--- src/rtl/scc_pkg.sv ---
// Shared types and constants of the sector cache tag and replacement controller.
package scc_pkg;

  localparam int unsigned EntriesDef = 64;
  localparam int unsigned MaxResults = 64;
  localparam int unsigned ModeW      = 2;
  localparam int unsigned SectorW    = 32;
  localparam int unsigned SlotW      = 6;

  typedef enum logic [ModeW-1:0] {
    MODE_READ  = 2'd0,
    MODE_WRITE = 2'd1,
    MODE_FLUSH = 2'd2,
    MODE_NONE  = 2'd3
  } mode_e;

  typedef struct packed {
    logic [ModeW-1:0]   mode;
    logic [SectorW-1:0] sector;
  } req_t;

  typedef struct packed {
    logic [SlotW-1:0]   slot;
    logic               hit;
    logic               fetch_needed;
    logic               writeback_needed;
    logic [SectorW-1:0] writeback_sector;
    logic               last;
  } rsp_t;

  typedef enum logic [3:0] {
    ST_IDLE,
    ST_LOOKUP,
    ST_HIT,
    ST_SWEEP,
    ST_VREAD,
    ST_VWRITE,
    ST_FL_SCAN,
    ST_FL_CAP,
    ST_FL_END
  } state_e;

  // controller -> datapath
  typedef struct packed {
    logic accept;
    logic lookup;
    logic pick_free;
    logic sweep;
    logic vread;
    logic vwrite;
    logic hit_upd;
    logic fl_scan;
    logic fl_cap;
    logic fl_end;
  } cmd_t;

  // datapath -> controller
  typedef struct packed {
    logic match;
    logic lookup_done;
    logic free_found;
    logic sweep_found;
    logic fl_done;
    logic fl_dirty;
    logic have_pend;
    logic out_free;
  } sts_t;

endpackage

--- src/rtl/scc_if.sv ---
// Request and result channel interfaces with valid/ready handshake.
interface scc_req_if;
  import scc_pkg::*;

  logic valid;
  logic ready;
  req_t payload;

  modport source (output valid, output payload, input ready);
  modport sink   (input valid, input payload, output ready);
endinterface

interface scc_rsp_if;
  import scc_pkg::*;

  logic valid;
  logic ready;
  rsp_t payload;

  modport source (output valid, output payload, input ready);
  modport sink   (input valid, input payload, output ready);
endinterface

--- src/rtl/sector_cache_clock_replacement.sv ---
// Top level of the fully associative sector cache tag and clock replacement controller.
//
//  channel | dir | payload                                             | transfer when
//  --------+-----+-----------------------------------------------------+---------------
//  req_i   | in  | mode, sector                                        | valid & ready
//  rsp_o   | out | slot, hit, fetch_needed, writeback_needed,          | valid & ready
//          |     | writeback_sector, last                              |
//
//  One request at a time. The tag memory has one port and is scanned one slot per cycle;
//  a flush scan stops at each dirty slot to capture it, waiting there while the held
//  writeback cannot yet be emitted. A miss with all slots valid steps the clock hand to a
//  slot with a clear reference bit; the victim slot is then read and updated.
//  Reset clears valid, dirty and reference bits and the clock hand at once; no clearing pass.
//  A full result register decouples the sides: a stalled result holds the sequencer only
//  when the next result is ready to go.
module sector_cache_clock_replacement #(
  parameter int unsigned ENTRIES = scc_pkg::EntriesDef
) (
  input  logic      clk_i,
  input  logic      rst_ni,
  scc_req_if.sink   req_i,
  scc_rsp_if.source rsp_o
);
  import scc_pkg::*;

  cmd_t cmd;
  sts_t sts;

  // Sequencer: walks lookup, clock sweep, victim update and flush scan.
  scc_ctrl u_ctrl (
    .clk_i       (clk_i),
    .rst_ni      (rst_ni),
    .req_valid_i (req_i.valid),
    .req_mode_i  (req_i.payload.mode),
    .req_ready_o (req_i.ready),
    .sts_i       (sts),
    .cmd_o       (cmd)
  );

  // Datapath: tag memory, status bits, clock hand and the result register.
  scc_dpath #(
    .ENTRIES (ENTRIES)
  ) u_dpath (
    .clk_i       (clk_i),
    .rst_ni      (rst_ni),
    .req_i       (req_i.payload),
    .cmd_i       (cmd),
    .sts_o       (sts),
    .rsp_valid_o (rsp_o.valid),
    .rsp_ready_i (rsp_o.ready),
    .rsp_o       (rsp_o.payload)
  );

endmodule

--- src/rtl/scc_ctrl.sv ---
// Sequencing state machine of the sector cache controller.
module scc_ctrl (
  input  logic                           clk_i,
  input  logic                           rst_ni,
  input  logic                           req_valid_i,
  input  logic [scc_pkg::ModeW-1:0]      req_mode_i,
  output logic                           req_ready_o,
  input  scc_pkg::sts_t                  sts_i,
  output scc_pkg::cmd_t                  cmd_o
);
  import scc_pkg::*;

  state_e state_q, state_d;

  always_ff @(posedge clk_i or negedge rst_ni) begin
    if (!rst_ni) begin
      state_q <= ST_IDLE;
    end else begin
      state_q <= state_d;
    end
  end

  always_comb begin
    state_d     = state_q;
    cmd_o       = '0;
    req_ready_o = 1'b0;
    case (state_q)
      ST_IDLE: begin
        req_ready_o = 1'b1;
        if (req_valid_i) begin
          cmd_o.accept = 1'b1;
          if (req_mode_i inside {MODE_READ, MODE_WRITE}) begin
            state_d = ST_LOOKUP;
          end else if (req_mode_i == MODE_FLUSH) begin
            state_d = ST_FL_SCAN;
          end
        end
      end
      ST_LOOKUP: begin
        cmd_o.lookup = 1'b1;
        if (sts_i.match) begin
          state_d = ST_HIT;
        end else if (sts_i.lookup_done) begin
          if (sts_i.free_found) begin
            cmd_o.pick_free = 1'b1;
            state_d         = ST_VREAD;
          end else begin
            state_d = ST_SWEEP;
          end
        end
      end
      ST_HIT: begin
        if (sts_i.out_free) begin
          cmd_o.hit_upd = 1'b1;
          state_d       = ST_IDLE;
        end
      end
      ST_SWEEP: begin
        cmd_o.sweep = 1'b1;
        if (sts_i.sweep_found) begin
          state_d = ST_VREAD;
        end
      end
      ST_VREAD: begin
        cmd_o.vread = 1'b1;
        state_d     = ST_VWRITE;
      end
      ST_VWRITE: begin
        if (sts_i.out_free) begin
          cmd_o.vwrite = 1'b1;
          state_d      = ST_IDLE;
        end
      end
      ST_FL_SCAN: begin
        cmd_o.fl_scan = 1'b1;
        if (sts_i.fl_done) begin
          state_d = ST_FL_END;
        end else if (sts_i.fl_dirty) begin
          state_d = ST_FL_CAP;
        end
      end
      ST_FL_CAP: begin
        // emit the held writeback before taking the new one
        if (!sts_i.have_pend || sts_i.out_free) begin
          cmd_o.fl_cap = 1'b1;
          state_d      = ST_FL_SCAN;
        end
      end
      ST_FL_END: begin
        if (sts_i.out_free) begin
          cmd_o.fl_end = 1'b1;
          state_d      = ST_IDLE;
        end
      end
      default: begin
        state_d = ST_IDLE;
      end
    endcase
  end

endmodule

--- src/rtl/scc_dpath.sv ---
// Tag memory, slot status bits, clock hand, scan counters and result register.
module scc_dpath #(
  parameter int unsigned ENTRIES = scc_pkg::EntriesDef
) (
  input  logic          clk_i,
  input  logic          rst_ni,
  input  scc_pkg::req_t req_i,
  input  scc_pkg::cmd_t cmd_i,
  output scc_pkg::sts_t sts_o,
  output logic          rsp_valid_o,
  input  logic          rsp_ready_i,
  output scc_pkg::rsp_t rsp_o
);
  import scc_pkg::*;

  localparam int unsigned IW  = (ENTRIES > 1) ? $clog2(ENTRIES) : 1;
  localparam int unsigned CW  = $clog2(ENTRIES + 1);
  localparam int unsigned RCW = $clog2(MaxResults + 1);
  localparam int unsigned XW  = IW + SlotW;

  // request held for the whole access
  logic [SectorW-1:0] sector_q;
  logic               write_q;

  // scan state
  logic [CW-1:0]  cnt_q;
  logic [RCW-1:0] count_q;
  logic           free_found_q;
  logic [IW-1:0]  free_slot_q;
  logic [IW-1:0]  hit_slot_q;
  logic [IW-1:0]  victim_q;
  logic [IW-1:0]  hand_q;

  // per-slot status
  logic [ENTRIES-1:0] valid_q;
  logic [ENTRIES-1:0] dirty_q;
  logic [ENTRIES-1:0] ref_q;

  // tag memory, one read or write port per cycle
  logic [SectorW-1:0] tag_mem [ENTRIES];
  logic [SectorW-1:0] rdata_q;
  logic               rd_vld_q;
  logic [IW-1:0]      rd_idx_q;

  // held flush writeback
  logic               have_pend_q;
  logic [IW-1:0]      pend_slot_q;
  logic [SectorW-1:0] pend_tag_q;

  logic               out_valid_q;
  rsp_t               out_q;

  logic [IW-1:0] scan_idx;
  logic [IW-1:0] hand_nxt;
  logic [IW-1:0] mem_raddr;
  logic [IW-1:0] out_idx;
  logic [XW-1:0] out_ext;
  logic          scan_end;
  logic          rd_go;
  logic          fl_go;
  logic          fl_take;
  logic          mem_re;
  logic          match;
  logic          fl_done;
  logic          out_free;
  logic          out_load;
  logic          victim_wb;
  rsp_t          out_d;

  assign scan_idx = cnt_q[IW-1:0];
  assign scan_end = (cnt_q == CW'(ENTRIES));
  assign hand_nxt = (hand_q == IW'(ENTRIES - 1)) ? '0 : hand_q + IW'(1);
  assign match    = rd_vld_q && valid_q[rd_idx_q] && (rdata_q == sector_q);
  assign fl_done  = scan_end || (count_q == RCW'(MaxResults));
  assign rd_go    = cmd_i.lookup && !scan_end;
  assign fl_go    = cmd_i.fl_scan && !fl_done;
  assign fl_take  = fl_go && valid_q[scan_idx] && dirty_q[scan_idx];
  assign mem_re   = rd_go || fl_take || cmd_i.vread;
  assign mem_raddr = cmd_i.vread ? victim_q : scan_idx;
  assign out_free = !out_valid_q || rsp_ready_i;
  assign victim_wb = valid_q[victim_q] && dirty_q[victim_q];

  always_comb begin
    sts_o             = '0;
    sts_o.match       = match;
    sts_o.lookup_done = scan_end && !rd_vld_q;
    sts_o.free_found  = free_found_q;
    sts_o.sweep_found = !ref_q[hand_nxt];
    sts_o.fl_done     = fl_done;
    sts_o.fl_dirty    = valid_q[scan_idx] && dirty_q[scan_idx];
    sts_o.have_pend   = have_pend_q;
    sts_o.out_free    = out_free;
  end

  // result assembly; slot numbers beyond the field width are masked
  assign out_idx = cmd_i.hit_upd ? hit_slot_q : (cmd_i.vwrite ? victim_q : pend_slot_q);
  assign out_ext = XW'(out_idx);
  assign out_load = cmd_i.hit_upd || cmd_i.vwrite || cmd_i.fl_end ||
                    (cmd_i.fl_cap && have_pend_q);

  always_comb begin
    out_d      = '0;
    out_d.slot = out_ext[SlotW-1:0];
    if (cmd_i.hit_upd) begin
      out_d.hit  = 1'b1;
      out_d.last = 1'b1;
    end else if (cmd_i.vwrite) begin
      out_d.fetch_needed     = 1'b1;
      out_d.writeback_needed = victim_wb;
      out_d.writeback_sector = victim_wb ? rdata_q : '0;
      out_d.last             = 1'b1;
    end else if (have_pend_q) begin
      out_d.writeback_needed = 1'b1;
      out_d.writeback_sector = pend_tag_q;
      out_d.last             = cmd_i.fl_end;
    end else begin
      // flush with nothing dirty
      out_d.slot = '0;
      out_d.last = 1'b1;
    end
  end

  always_ff @(posedge clk_i) begin
    if (cmd_i.vwrite) begin
      tag_mem[victim_q] <= sector_q;
    end
    if (mem_re) begin
      rdata_q <= tag_mem[mem_raddr];
    end
  end

  always_ff @(posedge clk_i) begin
    if (cmd_i.accept) begin
      sector_q <= req_i.sector;
      write_q  <= (req_i.mode == MODE_WRITE);
    end
    if (mem_re) begin
      rd_idx_q <= mem_raddr;
    end
    if (rd_go && !free_found_q && !valid_q[scan_idx]) begin
      free_slot_q <= scan_idx;
    end
    if (cmd_i.lookup && match) begin
      hit_slot_q <= rd_idx_q;
    end
    if (cmd_i.pick_free) begin
      victim_q <= free_slot_q;
    end else if (cmd_i.sweep) begin
      victim_q <= hand_nxt;
    end
    if (cmd_i.fl_cap) begin
      pend_slot_q <= rd_idx_q;
      pend_tag_q  <= rdata_q;
    end
    if (out_load) begin
      out_q <= out_d;
    end
  end

  always_ff @(posedge clk_i or negedge rst_ni) begin
    if (!rst_ni) begin
      cnt_q        <= '0;
      count_q      <= '0;
      free_found_q <= 1'b0;
      rd_vld_q     <= 1'b0;
      have_pend_q  <= 1'b0;
      hand_q       <= '0;
      valid_q      <= '0;
      dirty_q      <= '0;
      ref_q        <= '0;
      out_valid_q  <= 1'b0;
    end else begin
      rd_vld_q <= rd_go;
      if (cmd_i.accept) begin
        cnt_q        <= '0;
        count_q      <= '0;
        free_found_q <= 1'b0;
        have_pend_q  <= 1'b0;
      end else if (rd_go || fl_go) begin
        cnt_q <= cnt_q + CW'(1);
      end
      if (rd_go && !valid_q[scan_idx]) begin
        free_found_q <= 1'b1;
      end
      if (fl_take) begin
        count_q           <= count_q + RCW'(1);
        dirty_q[scan_idx] <= 1'b0;
      end
      if (cmd_i.fl_cap) begin
        have_pend_q <= 1'b1;
      end
      if (cmd_i.sweep) begin
        hand_q <= hand_nxt;
        if (ref_q[hand_nxt]) begin
          ref_q[hand_nxt] <= 1'b0;
        end
      end
      if (cmd_i.hit_upd) begin
        ref_q[hit_slot_q] <= 1'b1;
        if (write_q) begin
          dirty_q[hit_slot_q] <= 1'b1;
        end
      end
      if (cmd_i.vwrite) begin
        valid_q[victim_q] <= 1'b1;
        dirty_q[victim_q] <= write_q;
        ref_q[victim_q]   <= 1'b1;
      end
      if (out_load) begin
        out_valid_q <= 1'b1;
      end else if (rsp_ready_i) begin
        out_valid_q <= 1'b0;
      end
    end
  end

  assign rsp_valid_o = out_valid_q;
  assign rsp_o       = out_q;

endmodule

--- src/flat_wrapper.sv ---
// flat-port wrapper written by rule: the top's interface ports become plain ports
module sector_cache_clock_replacement_flat import scc_pkg::*;
#(
  parameter int unsigned ENTRIES = scc_pkg::EntriesDef
)
  (clk_i, rst_ni, req_i_valid, req_i_payload, req_i_ready, rsp_o_valid, rsp_o_payload, rsp_o_ready);
  scc_req_if req_i_i ();
  scc_rsp_if rsp_o_i ();
  input  logic clk_i;
  input  logic rst_ni;
  input wire logic [$bits(req_i_i.valid)-1:0] req_i_valid;
  input wire logic [$bits(req_i_i.payload)-1:0] req_i_payload;
  output wire logic [$bits(req_i_i.ready)-1:0] req_i_ready;
  output wire logic [$bits(rsp_o_i.valid)-1:0] rsp_o_valid;
  output wire logic [$bits(rsp_o_i.payload)-1:0] rsp_o_payload;
  input wire logic [$bits(rsp_o_i.ready)-1:0] rsp_o_ready;
  assign req_i_i.valid = req_i_valid;
  assign req_i_i.payload = req_i_payload;
  assign req_i_ready = req_i_i.ready;
  assign rsp_o_valid = rsp_o_i.valid;
  assign rsp_o_payload = rsp_o_i.payload;
  assign rsp_o_i.ready = rsp_o_ready;
  sector_cache_clock_replacement #(.ENTRIES(ENTRIES)) u_core (.clk_i(clk_i), .rst_ni(rst_ni), .req_i(req_i_i), .rsp_o(rsp_o_i));
endmodule
--- config.mk ---
export PLATFORM = sky130hd
export DESIGN_NAME = sector_cache_clock_replacement_flat
export DESIGN_NICKNAME = d
export VERILOG_FILES = /design/src/rtl/scc_pkg.sv /design/src/rtl/scc_if.sv /design/src/rtl/sector_cache_clock_replacement.sv /design/src/rtl/scc_ctrl.sv /design/src/rtl/scc_dpath.sv /design/src/flat_wrapper.sv
export SDC_FILE = /design/constraint.sdc
export NUM_CORES = 2
export LEC_CHECK = 0
export ABC_AREA = 1
export ABC_CLOCK_PERIOD_IN_PS = 8600
export BUFFER_PORTS_ARGS = -buffer_cell sky130_fd_sc_hd__clkbuf_2
export CAP_MARGIN = 15
export CELL_PAD_IN_SITES_DETAIL_PLACEMENT = 0
export CELL_PAD_IN_SITES_GLOBAL_PLACEMENT = 1
export CORE_UTILIZATION = 45
export DETAILED_ROUTE_END_ITERATION = 8
export GPL_TIMING_DRIVEN = 0
export PLACE_DENSITY_LB_ADDON = 0.25
export SLEW_MARGIN = 5
export SYNTH_ARGS = -nofsm -noshare
export SYNTH_HDL_FRONTEND = slang
export SYNTH_SLANG_ARGS = --single-unit
--- constraint.sdc ---
create_clock -name clk_i -period 8.6 [get_ports clk_i]
set_input_delay 0.86 -clock clk_i [delete_from_list [all_inputs] [get_ports clk_i]]
set_output_delay 0.86 -clock clk_i [all_outputs]
set_load 0.01 [all_outputs]
==> impl_results.html <==
<table>
<tr><th>Metric</th><th>Value</th></tr>
<tr><th colspan="2">Global routing</th></tr>
<tr><td>Wire length of the first global-routing pass</td><td>605 mm</td></tr>
<tr><td>Maximum number of pins on one net before global-route repair</td><td>84</td></tr>
<tr><td>Total Routing Usage GR</td><td>38.7%</td></tr>
<tr><td>Antenna violations before repair</td><td>32</td></tr>
<tr><td>Number of global-route vias before repair</td><td>73370</td></tr>
<tr><td>Gr ovfl total</td><td>0</td></tr>
<tr><th colspan="2">Pwr</th></tr>
<tr><td>Static power due to leakage</td><td>42.8 nW</td></tr>
<tr><td>Peak VDD IR</td><td>0.227 mV</td></tr>
<tr><td>Total power per unit cell area</td><td>362 mW/mm^2</td></tr>
<tr><td>Final total power</td><td>44.3 mW</td></tr>
<tr><th colspan="2">Final layout</th></tr>
<tr><td>Proportion of layout cells with a drive suffix above 1</td><td>11.8%</td></tr>
<tr><td>Nets</td><td>9438</td></tr>
<tr><td>P&amp;R area growth vs syn</td><td>19.5%</td></tr>
<tr><td>Filler-free cell count of the finished design</td><td>12605</td></tr>
<tr><th colspan="2">Logic synthesis</th></tr>
<tr><td>Post-Synth Adder-Cell Area</td><td>0.0612%</td></tr>
<tr><td>Area share of the largest cell type after synthesis</td><td>65.2%</td></tr>
<tr><td>Number of cells produced by synthesis</td><td>8749</td></tr>
<tr><td>Simple logic cell fraction of the synthesized area</td><td>13.0%</td></tr>
<tr><td>Synth area leader</td><td>sky130_fd_sc_hd__edfxtp_1</td></tr>
<tr><td>Mean instance size in the synthesized netlist</td><td>11.7 sq um</td></tr>
<tr><td>FFs w/ async S/R, synth</td><td>9.03%</td></tr>
<tr><td>Register area share after synthesis</td><td>70.5%</td></tr>
<tr><td>Mapped Area</td><td>0.102 sq mm</td></tr>
<tr><td>Number of distinct library cells after synthesis</td><td>49</td></tr>
<tr><td>Combinational family with the most area after synthesis</td><td>simple AND/OR/NAND/NOR gates</td></tr>
<tr><td>Mapped Nets</td><td>8792</td></tr>
<tr><td>Ranking of synthesized cells by area</td><td>sky130_fd_sc_hd__edfxtp_1, sky130_fd_sc_hd__dfrtp_1, sky130_fd_sc_hd__o21ai_0</td></tr>
<tr><td>Yosys warns</td><td>0</td></tr>
<tr><td>Most used standard cells in the synthesized netlist</td><td>sky130_fd_sc_hd__edfxtp_1, sky130_fd_sc_hd__nand2_1, sky130_fd_sc_hd__o21ai_0, sky130_fd_sc_hd__nand3_1, sky130_fd_sc_hd__nor2_1</td></tr>
<tr><td>Count leader, synth</td><td>sky130_fd_sc_hd__edfxtp_1</td></tr>
<tr><td>Complex-gate fraction of the synthesized area</td><td>12.2%</td></tr>
<tr><td>Prevailing post-synth register cell</td><td>sky130_fd_sc_hd__edfxtp_1</td></tr>
<tr><td>Flops &amp; latches, synth</td><td>2437</td></tr>
<tr><td>Fraction of synthesized area in multiplexers</td><td>0%</td></tr>
<tr><td>Post-synth EDFFs</td><td>2217</td></tr>
<tr><td>Xor-xnor portion of the synthesized cell area</td><td>0.0943%</td></tr>
<tr><th colspan="2">Setup path</th></tr>
<tr><td>Standard cell with the maximum stage delay on the critical path</td><td>sky130_fd_sc_hd__buf_2</td></tr>
<tr><td>Cell family with most CP delay</td><td>simple AND/OR/NAND/NOR gates</td></tr>
<tr><td>Buffers plus inverters on the worst setup path</td><td>4</td></tr>
<tr><td>Element type at the critical path end</td><td>flop</td></tr>
<tr><td>Max stage delay on crit path</td><td>0.70 ns</td></tr>
<tr><td>Type of origin of the critical path</td><td>flop</td></tr>
<tr><td>Cell with the most instances on the worst path</td><td>sky130_fd_sc_hd__nand3_1</td></tr>
<tr><td>Data arrival, critical path</td><td>6.21 ns</td></tr>
<tr><td>Req. time, crit path</td><td>9.34 ns</td></tr>
<tr><td>Critical path class</td><td>reg -&gt; reg</td></tr>
<tr><td>Cells along the critical path</td><td>inv_1 &gt; nand2_1 &gt; nor2_2 &gt; nand2_1 &gt; nand2_4 &gt; buf_2 &gt; buf_2 &gt; clkbuf_1 &gt; o21bai_1 &gt; nand3_1 &gt; nand3_1 &gt; nand3_1 &gt; nand3_1 &gt; nand2_1</td></tr>
<tr><td>Maximum fanout encountered on the critical timing path</td><td>12</td></tr>
<tr><th colspan="2">Timing</th></tr>
<tr><td>Slew at the pin closest to its max-slew limit</td><td>1.35 ns</td></tr>
<tr><td>Achievable frequency</td><td>0.183 GHz</td></tr>
<tr><td>Setup repair after global routing missed its margin</td><td>false</td></tr>
<tr><td>Final setup viols</td><td>0</td></tr>
<tr><td>Period minus WS final</td><td>5.46 ns</td></tr>
<tr><td>Total negative slack for setup checks</td><td>0 ns</td></tr>
<tr><td>Pins over their slew limit</td><td>0</td></tr>
<tr><td>Endpoints failing hold</td><td>0</td></tr>
<tr><td>Max_slew headroom</td><td>10.3%</td></tr>
<tr><td>Final worst-path cycle share</td><td>63.5%</td></tr>
<tr><td>Final setup skew</td><td>0.0662 ns</td></tr>
<tr><th colspan="2">Floorplan</th></tr>
<tr><td>X dimension of the die</td><td>479 microns</td></tr>
<tr><td>Placement row count</td><td>174</td></tr>
<tr><td>Ports</td><td>82</td></tr>
<tr><td>Placeable core region</td><td>0.225 sq mm</td></tr>
<tr><td>Die footprint</td><td>0.229 sq mm</td></tr>
<tr><td>Initial core utilization</td><td>45.3%</td></tr>
<tr><td>Height of the chip</td><td>479 microns</td></tr>
<tr><th colspan="2">Detailed routing</th></tr>
<tr><td>Iteration-0 DRC Markers</td><td>13012</td></tr>
<tr><td>Average wire per cell in the routed design</td><td>35.7 microns</td></tr>
<tr><td>First drt pass iteration count</td><td>8</td></tr>
<tr><td>Vias per cell</td><td>6.35</td></tr>
<tr><td>Final antenna-violating net count</td><td>0</td></tr>
<tr><td>Total via count in the routed design</td><td>80001</td></tr>
<tr><td>Number of DRC violations after detailed routing</td><td>0</td></tr>
<tr><td>Total wire length</td><td>450 mm</td></tr>
<tr><th colspan="2">Placement</th></tr>
<tr><td>HPWL reported at the end of detailed placement</td><td>327 mm</td></tr>
<tr><td>Number of buffers added on ports</td><td>81</td></tr>
<tr><td>Number of placed cells counting well taps</td><td>12096</td></tr>
<tr><td>Final GP Congestion</td><td>1.10</td></tr>
<tr><th colspan="2">CTS</th></tr>
<tr><td>Number of buffers added by the clock tree synthesis step</td><td>281</td></tr>
<tr><td>CTS tree</td><td>yes</td></tr>
<tr><td>Clock sink count</td><td>2437</td></tr>
<tr><td>CTS clk-pin slew, worst paths</td><td>0.06 ns</td></tr>
<tr><td>Clock Root Buffer</td><td>sky130_fd_sc_hd__clkbuf_16</td></tr>
<tr><td>Clk Latency, worst-skew pair</td><td>0.98 ns</td></tr>
<tr><td>Number of levels the H-tree was split into</td><td>5</td></tr>
<tr><td>Post CTS Setup Buffer Count</td><td>0</td></tr>
<tr><td>Post-CTS resize count</td><td>0</td></tr>
<tr><td>Clock Tree Buf Depth</td><td>4</td></tr>
<tr><td>Post-CTS Hold Buffers</td><td>1</td></tr>
<tr><th colspan="2">Run status</th></tr>
<tr><td>Outcome</td><td>finished clean</td></tr>
<tr><th colspan="2">Run</th></tr>
<tr><td>Number of max-capacitance violations reported</td><td>0</td></tr>
<tr><th colspan="2">Hold path</th></tr>
<tr><td>Type of the most critical hold path</td><td>in -&gt; reg</td></tr>
</table>
## registers in the layout, summed over array words and instances (netlist names), 7 cells and up
register                   cells
u_core.u_dpath.cnt_q           7
u_core.u_dpath.count_q         7
u_core.u_dpath.dirty_q        64
u_core.u_dpath.pend_tag_q     32
u_core.u_dpath.rdata_q        32
u_core.u_dpath.ref_q          64
u_core.u_dpath.rsp_o          42
u_core.u_dpath.sector_q       32
u_core.u_dpath.tag_mem      2048
u_core.u_dpath.valid_q        64
## power by group
group	leakage (nW)	switching, mW	total, mW	internal, mW
sequential	22.3	0.472	14.4	13.9
combinational	16.2	13.8	18.2	4.40
clock	4.25	4.85	11.7	6.83
total	42.8	19.1	44.3	25.2
## routing by layer
| metal | part of all wire, % | vias up | GRT usage [%] |
|---|---|---|---|
| li1 | - | 32788 | - |
| met1 | 37 | 39899 | 51.5 |
| met2 | 42 | 6051 | 55.7 |
| met3 | 13 | 1257 | 10.3 |
| met4 | 7.7 | 6 | 25.7 |
| met5 | 0.015 | - | 0 |
## logic make-up (layout without fill, tap and decap cells)
kind of cell,count (synthesis),after routing
XOR/XNOR,11,11
other,0,30
AND/OR/NAND/NOR,3087,3087
buffers and inverters,1027,1861
adder cells (fa/ha/maj),5,5
AO/OA/AOI/OAI,2182,2182
flip-flops,2437,2437
## through the flow
| stage | utilization (%) | setup slack, ns | hold WS [ns] | instance area, sq um |
|---|---|---|---|---|
| 5_1_grt | 54.2 | 3.32 | 0.0609 | 122000 |
| 3_3_place_gp | 47.2 | 0.0145 | 0.439 | 106000 |
| 4_1_cts | 54.1 | 3.55 | 0.0611 | 122000 |
| 2_1_floorplan | - | 1.93 | 0.420 | 102000 |
| 6_report | 54.2 | 3.14 | 0.0776 | 122000 |
| 3_5_place_dp | 50.3 | 3.54 | 0.442 | 113000 |
## area by class of cell
cell class / instances / area [sq um]
Tap cell: 2992 / 3740
Sequential cell: 2437 / 72100
Clock buffer: 343 / 7460
Timing Repair Buffer: 363 / 6890
Multi-Input combinational cell: 5285 / 26400
Buffer: 546 / 2400
Clock inverter: 128 / 1220
Inverter: 481 / 1810
Fill cell: 19069 / 103000
Antenna cell: 30 / 75.1
## worst paths after layout
check                                                          start                                      end  slack, ns  cells past startpoint
worst min-delay path                               req_i_payload[28]    u_core.u_dpath.sector_q[28]$_DFFE_PP_       0.08                      1
max in group asynchronous                                     rst_ni       u_core.u_dpath.ref_q[34]$_DFF_PN0_       6.78                      4
worst max-delay path            u_core.u_ctrl.state_q[3]$_DFFE_PN0P_     u_core.u_dpath.rdata_q[11]$_DFFE_PP_       3.14                     14
worst min register to register   u_core.u_dpath.cnt_q[5]$_DFFE_PN0P_  u_core.u_dpath.free_slot_q[5]$_DFFE_PP_       0.45                      0
worst max register to register  u_core.u_ctrl.state_q[3]$_DFFE_PN0P_     u_core.u_dpath.rdata_q[11]$_DFFE_PP_       3.14                     14
min in group asynchronous                                     rst_ni   u_core.u_dpath.valid_q[21]$_DFFE_PN0P_       0.48                      2
## placed cells by master (no fill, tap or decap), types with 9 or more instances in the layout
| cell | count |
|---|---|
| sky130_fd_sc_hd__nor3_2 | 12 |
| sky130_fd_sc_hd__o22ai_1 | 241 |
| sky130_fd_sc_hd__buf_8 | 10 |
| sky130_fd_sc_hd__buf_12 | 117 |
| sky130_fd_sc_hd__nand2_1 | 1367 |
| sky130_fd_sc_hd__clkinv_1 | 49 |
| sky130_fd_sc_hd__o21bai_1 | 385 |
| sky130_fd_sc_hd__buf_4 | 24 |
| sky130_fd_sc_hd__buf_1 | 41 |
| sky130_fd_sc_hd__clkbuf_1 | 321 |
| sky130_fd_sc_hd__clkbuf_2 | 84 |
| sky130_fd_sc_hd__edfxtp_1 | 2217 |
| sky130_fd_sc_hd__bufinv_16 | 23 |
| sky130_fd_sc_hd__nand3_1 | 797 |
| sky130_fd_sc_hd__a22oi_1 | 9 |
| sky130_fd_sc_hd__dfrtp_1 | 220 |
| sky130_fd_sc_hd__inv_1 | 462 |
| sky130_fd_sc_hd__nor2_1 | 622 |
| sky130_fd_sc_hd__nor2_4 | 66 |
| sky130_fd_sc_hd__o21ai_0 | 1096 |
| sky130_fd_sc_hd__clkbuf_16 | 289 |
| sky130_fd_sc_hd__buf_16 | 141 |
| sky130_fd_sc_hd__nor3_1 | 30 |
| sky130_fd_sc_hd__clkinv_2 | 42 |
| sky130_fd_sc_hd__nand4_1 | 48 |
| sky130_fd_sc_hd__a21oi_1 | 121 |
| sky130_fd_sc_hd__o21ai_1 | 230 |
| sky130_fd_sc_hd__inv_2 | 15 |
| sky130_fd_sc_hd__or2_0 | 26 |
| sky130_fd_sc_hd__or2_2 | 47 |
| sky130_fd_sc_hd__nand3b_1 | 42 |
| sky130_fd_sc_hd__o211ai_1 | 80 |
| sky130_fd_sc_hd__diode_2 | 30 |
| sky130_fd_sc_hd__buf_2 | 214 |
Note: power is estimated with default switching activity, not from simulation.
